===== config.mk =====
export PLATFORM = sky130hd
export DESIGN_NAME = e2q_cordic
export DESIGN_NICKNAME = d
export VERILOG_FILES = /design/src/e2q_pkg.sv /design/src/e2q_cordic.sv
export SDC_FILE = /design/constraint.sdc
export NUM_CORES = 2
export LEC_CHECK = 0
export BUFFER_PORTS_ARGS = -buffer_cell sky130_fd_sc_hd__buf_2
export CORE_UTILIZATION = 60
export CTS_CLUSTER_DIAMETER = 120
export DETAILED_ROUTE_END_ITERATION = 8
export GPL_TIMING_DRIVEN = 0
export HOLD_SLACK_MARGIN = 0.1
export PLACE_DENSITY = 0.87
export SLEW_MARGIN = 10
export SYNTH_ARGS = -nofsm -noshare
export SYNTH_HDL_FRONTEND = slang
export SYNTH_SLANG_ARGS = --single-unit

===== constraint.sdc =====
create_clock -name clk -period 5.7 [get_ports clk]
set_clock_uncertainty 0.2 [all_clocks]
set_input_delay 0 -clock clk [delete_from_list [all_inputs] [get_ports clk]]
set_output_delay 0 -clock clk [all_outputs]
set_load 0.01 [all_outputs]

===== src/e2q_pkg.sv =====
`timescale 1ns / 1ps

package e2q_pkg;

  // Angle codes and quaternion components share one width.
  localparam int AngleW = 16;
  localparam int QuatW  = 16;

  // Q30 data path: values stay within about plus or minus 4.
  localparam int DataW = 34;

  // Default and largest CORDIC iteration count.
  localparam int CordicStagesDef = 14;
  localparam int AtanEntries     = 24;

  localparam logic signed [DataW-1:0] Q30Pi      = 34'sd3373259426;
  localparam logic signed [DataW-1:0] Q30HalfPi  = 34'sd1686629713;
  localparam logic signed [DataW-1:0] Q30InvGain = 34'sd652032874;
  localparam logic signed [DataW-1:0] Q14One     = 34'sd16384;

  // Arctangent of 2^-i in Q30, truncated.
  function automatic logic signed [DataW-1:0] atan_q30(input int i);
    logic signed [DataW-1:0] v;
    begin
      case (i)
        0:  v = 34'sh03243F6A8;
        1:  v = 34'sh01DAC6705;
        2:  v = 34'sh00FADBAFC;
        3:  v = 34'sh007F56EA6;
        4:  v = 34'sh003FEAB76;
        5:  v = 34'sh001FFD55B;
        6:  v = 34'sh000FFFAAA;
        7:  v = 34'sh0007FFF55;
        8:  v = 34'sh0003FFFEA;
        9:  v = 34'sh0001FFFFD;
        10: v = 34'sh0000FFFFF;
        11: v = 34'sh00007FFFF;
        12: v = 34'sh00003FFFF;
        13: v = 34'sh00001FFFF;
        14: v = 34'sh00000FFFF;
        15: v = 34'sh000007FFF;
        16: v = 34'sh000003FFF;
        17: v = 34'sh000001FFF;
        18: v = 34'sh000000FFF;
        19: v = 34'sh0000007FF;
        20: v = 34'sh0000003FF;
        21: v = 34'sh0000001FF;
        22: v = 34'sh0000000FF;
        default: v = 34'sh00000007F;
      endcase
      return v;
    end
  endfunction

  // Cosine and sine of one half angle in Q30.
  typedef struct packed {
    logic signed [DataW-1:0] c;
    logic signed [DataW-1:0] s;
  } cs_t;

endpackage


===== src/e2q_cordic.sv =====
`timescale 1ns / 1ps

// Pipelined rotation-mode CORDIC: one iteration per register stage.
// Gives the cosine and sine of half the Q4.12 angle code, in Q30.
module e2q_cordic #(
  parameter int CORDIC_STAGES = e2q_pkg::CordicStagesDef
) (
  input  logic                               clk,
  input  logic                               en,
  input  logic signed [e2q_pkg::AngleW-1:0]  angle,
  output e2q_pkg::cs_t                       cs
);

  localparam int DW = e2q_pkg::DataW;
  localparam int NS = (CORDIC_STAGES < e2q_pkg::AtanEntries) ?
                      CORDIC_STAGES : e2q_pkg::AtanEntries;

  logic signed [DW-1:0] x_r [NS+1];
  logic signed [DW-1:0] y_r [NS+1];
  logic signed [DW-1:0] z_r [NS+1];
  logic                 flip_r [NS+1];
  logic signed [DW-1:0] z0;
  logic signed [DW-1:0] z_red;
  logic                 flip_nxt;

  // Half angle in Q30 and range reduction into plus or minus pi/2.
  always_comb begin
    z0 = DW'(angle) <<< 17;
    z_red = z0;
    flip_nxt = 1'b0;
    if (z0 > e2q_pkg::Q30HalfPi) begin
      z_red = z0 - e2q_pkg::Q30Pi;
      flip_nxt = 1'b1;
    end else if (z0 < -e2q_pkg::Q30HalfPi) begin
      z_red = z0 + e2q_pkg::Q30Pi;
      flip_nxt = 1'b1;
    end
  end

  always_ff @(posedge clk) begin
    if (en) begin
      x_r[0]    <= e2q_pkg::Q30InvGain;
      y_r[0]    <= '0;
      z_r[0]    <= z_red;
      flip_r[0] <= flip_nxt;
    end
  end

  // One micro-rotation per stage.
  for (genvar i = 0; i < NS; i++) begin : g_stage
    always_ff @(posedge clk) begin
      if (en) begin
        flip_r[i+1] <= flip_r[i];
        if (!z_r[i][DW-1]) begin
          x_r[i+1] <= x_r[i] - (y_r[i] >>> i);
          y_r[i+1] <= y_r[i] + (x_r[i] >>> i);
          z_r[i+1] <= z_r[i] - e2q_pkg::atan_q30(i);
        end else begin
          x_r[i+1] <= x_r[i] + (y_r[i] >>> i);
          y_r[i+1] <= y_r[i] - (x_r[i] >>> i);
          z_r[i+1] <= z_r[i] + e2q_pkg::atan_q30(i);
        end
      end
    end
  end

  assign cs.c = flip_r[NS] ? -x_r[NS] : x_r[NS];
  assign cs.s = flip_r[NS] ? -y_r[NS] : y_r[NS];

endmodule

Word level (Yosys, flattened, before mapping)
Memory sizes are Yosys's and may differ from the RTL's.
Index checks and enable logic that the tools add are counted.
{ "totals": {"register_bits": 0, "latch_bits": 0, "ramBits": 1545, "mem_bits_ro": 0, "in_bits": 18, "out_inout_bits": 68, "wordCells": 269, "mem_count": 4} }
{ "mem_list": {"columns": ["name", "depth", "width", "rd", "rd_clocked_by_memory_dff", "wr", "line", "rtl"], "rows": [
  ["x_r", 15, 34, 15, 0, 15, "e2q_cordic.sv:18", "logic signed [DW-1:0] x_r [NS+1];"],
  ["y_r", 15, 34, 15, 0, 15, "e2q_cordic.sv:19", "logic signed [DW-1:0] y_r [NS+1];"],
  ["z_r", 15, 34, 14, 0, 15, "e2q_cordic.sv:20", "logic signed [DW-1:0] z_r [NS+1];"],
  ["flip_r", 15, 1, 15, 0, 15, "e2q_cordic.sv:21", "logic flip_r [NS+1];"]
]} }
{ "classes": {"addsub": 87, "n_mul": 0, "n_div": 0, "n_lt_le_gt_ge": 2, "eq_ne": 0, "shift": 0, "mux": 134, "n_bitwise": 42, "reduce_logical": 0} }
{ "ops": {"columns": ["cell", "n"], "rows": [
  ["2-to-1 mux 34 bit", 46],
  ["2-to-1 mux 1 bit", 88],
  ["adder 34 x 21 -> 34 bit", 2],
  ["adder 34 x 22 -> 34 bit", 2],
  ["adder 34 x 23 -> 34 bit", 2],
  ["adder 34 x 24 -> 34 bit", 2],
  ["adder 34 x 25 -> 34 bit", 2],
  ["adder 34 x 26 -> 34 bit", 2],
  ["adder 34 x 27 -> 34 bit", 2],
  ["adder 34 x 28 -> 34 bit", 2],
  ["adder 34 x 29 -> 34 bit", 2],
  ["adder 34 x 30 -> 34 bit", 2],
  ["adder 34 x 31 -> 34 bit", 2],
  ["adder 34 x 32 -> 34 bit", 2],
  ["adder 34 x 33 -> 34 bit", 2],
  ["negator 34 bit", 2],
  ["subtractor 34 x 21 -> 34 bit", 2],
  ["subtractor 34 x 22 -> 34 bit", 2],
  ["subtractor 34 x 23 -> 34 bit", 2],
  ["subtractor 34 x 24 -> 34 bit", 2],
  ["subtractor 34 x 25 -> 34 bit", 2],
  ["subtractor 34 x 26 -> 34 bit", 2],
  ["subtractor 34 x 27 -> 34 bit", 2],
  ["subtractor 34 x 28 -> 34 bit", 2],
  ["40 further kinds", 87]
]} }

Logic depth before layout (Yosys ltp)
An unclocked memory read counts as a cell.
{ "depth": {"word_depth": 5, "depth_mapped": 22, "mapped_depth_nobuf": 22} }

Worst setup path after synthesis
No wires, ideal clock.
{ "synth_timing": {"path_kind": "input port to flip-flop", "start": "in en", "end": "mem y_r[4][67] (netlist name), data pin", "setup_ns": 0.259, "t_arrival_ns": 4.624, "required_time_ns": 5.241, "setup_slack_ns": 0.616, "stages": 21, "n_path_buf": 4, "path_cell_list": "clkbuf_1 > clkbuf_1 > nand2_1 > inv_1 > clkbuf_1 > buf_1 > nor2_1 > xnor2_1 > ha_1 > o21a_1 > o31a_1 > or4_1 > a31oi_2 > o22ai_1 > o31ai_2 > o21ai_1 > o31a_1 > a31oi_2 > o21ai_1 > a21oi_1 > xnor2_1"} }
{ "synth_rtl": {"columns": ["element", "line", "rtl"], "rows": [
  ["start, declared", "e2q_cordic.sv:9", "input logic en,"],
  ["end, declared", "e2q_cordic.sv:19", null]
]} }

==> impl_metrics.toml <==
[worst_setup_path]
endpoint = "y_r[4][32]"
startpoint_type = "flop"
startpoint = "x_r[3][42]"
r2r-start = "x_r[3][42]"
cp_slowest_cell = "edfxtp_1"
cpLargestDelayFamily = "simple AND/OR/NAND/NOR gates"
worst-path-buf-inv = 0
worstPathArrival_ns = 6.00
setup.worst_path.end_class = "flop"
r2r_slack_ns = 0.11
critPathRequiredTime_ns = 6.11
crit_chain = "nor3_1 > nor4b_2 > nand2_1 > nor4_2 > nor2b_1 > nor2_1 > xnor2_1 > ha_1 > and3_1 > nand2_1 > o31ai_2 > nand4_1 > a31oi_1 > nor4_1 > nor3_1 > a211oi_1 > a21oi_1 > xor2_1"
rr_worst_depth = 18
critPathKind = "reg2reg"
path_depth = 18
path_max_fanout = 5
max_stage_delay_ns = 0.49
r2r-end = "y_r[4][32]"

[route]
drc = 0
drtAntennaViolNets = 0
drt_iter0_drc = 7921
routedWlPerCell_um = 20.9
via_count = 87100
vias_per_cell = 6.27
routed_wl_um = 290000
drt-pass1-iter-count = 6

[floorplan]
die_w_um = 426
initial_utilization_pct = 60.5
ioPinCount = 86
core_area_sq_um = 179000
die_area_sq_um = 182000
die_height_um = 426
core.rowCount = 155

[timing]
worst-slew-pin-transition_ns = 1.11
setup_tns_ns = 0
finalMaxSlewViolations = 0
setup_violations = 0
min_period_over_period_pct = 98.1
period_needed_ns = 5.59
hold_viol_final = 0
slew_headroom_pct = 24.0
fmax_mhz = 179

[run]
maxCapViolCount = 0

[place]
hpwl_um = 230000
portBuffers = 82
gp_congestion = 0.968

[yosys]
yosysTopAreaCellShare_pct = 35.8
post-synth-top-count-cell = "edfxtp_1"
synthTopCellsByArea = "edfxtp_1, ha_1, xnor2_1"
syn_inst = 11100
synth_area_per_cell_sq_um = 9.73
synth.distinct_cells = 104
yosysTopAreaCell = "edfxtp_1"
ys_seq_area_share_pct = 35.8
syn_area_sq_um = 108000
synth_fp_nets = 12400
ys_warn_count = 0
ys_ff_latch = 1288
yosys-top-cells-count = "edfxtp_1, ha_1, xnor2_1"
synthFlopType = "edfxtp_1"
synth_edf_count = 1288
synthArstFlopShare_pct = 0

[global_routing]
antenna_found_initial = 3
overflow = 0
grt_max_degree = 69
grt_pass1_vias = 82700
grt_pass1_wl_um = 451000
gr-usage-all-layers_pct = 31.1

[final_layout]
syn2layout_area_growth_pct = 9.18
fillCellCount = 13800
nets = 12700
drive_above_1_share_pct = 5.53
diodes = 0
seq_area_sq_um = 38700
final_core_util_pct = 66.1
multiInputGateArea_sq_um = 67600

[min_path]
worstHoldStart = "flip_r[7]"
hold_path.class = "reg2reg"

[run_status]
outcome = "complete, no violations"

[cts]
clk_path_buf_depth = 3
clkTransAtPathRegs_ns = 0.06
clock_sinks = 1288
cts_tree = "done"
cts_inserted_buffers = 144
worstSkewPairLatency_ns = 0.83
clk_root_buffer_cell = "clkbuf_16"
cts.htree.levels = 4
layout make-up:
cell class,instances,area share [%]
Buffer,157,0.625
Clock buffer,159,3.10
Clock inverter,106,1.03
Inverter,447,1.44
Multi-Input combinational cell,9219,57.2
Sequential cell,1288,32.8
Tap cell,2355,2.50
Timing Repair Buffer,169,1.31
metrics by stage:
stage	worst slack [ns]	std cells	hold slack (ns)	instance area [sq um]
detailed placement	-2.87	13600	0.131	112000
CTS	0.0115	13900	0.114	118000
global placement	-4.10	13600	0.117	111000
global route	-0.0629	13900	0.196	118000
finish	0.109	13900	0.218	118000
floorplan	0.616	11100	-0.0875	108000
cells in the final DEF, fill, tap and decap left out, types with 209 or more instances in the layout:
cell	count
nor2_1	822
o21ai_0	627
a21oi_1	1093
a21o_1	545
nand2b_1	209
nor3_1	231
xor2_1	549
nand2_1	573
edfxtp_1	1288
ha_1	1227
xnor2_1	1136
inv_1	433
how the worst min path moves through the flow:
stage / end / cells after the start
6_report: flip_r[8] / 0
5_1_grt: z_r[0][13] / 5
4_1_cts: x_r[1][66] / 5
3_5_place_dp: z_r[0][18] / 3
3_3_place_gp: z_r[0][18] / 3
2_1_floorplan: flip_r[10] / 0
state kept, by name, indices dropped and copies added, names as in the netlist:
| name | cells |
|---|---|
| y_r | 443 |
| x_r | 416 |
| z_r | 415 |
| flip_r | 14 |
metal layers:
metal | global-route usage [%] | up-vias | routed length (um)
li1 | - | 42000 | -
met1 | 42.1 | 41500 | 127000
met2 | 50.9 | 3074 | 133000
met3 | 4.43 | 518 | 19800
met4 | 10.8 | 4 | 9780
met5 | 0 | - | 47
cell families after synthesis:
family / synth area share, %
XOR/XNOR: 13.7
buffers and inverters: 2.13
multiplexers: 0.763
adder cells (fa/ha/maj): 14.9
flip-flops: 35.8
AO/OA/AOI/OAI: 20.1
AND/OR/NAND/NOR: 12.7
repair_timing:
item,CTS,global route
pin swaps,0,4
gates resized for setup,50,97
buffers inserted,2,12
hold buffers,54,0
hold endpoints to repair,54,0
cloned,0,0
endpoints found under the setup margin,453,95
Power is not shown: default switching activity piles up to over one toggle a cycle in this logic, so the estimate is an artifact.
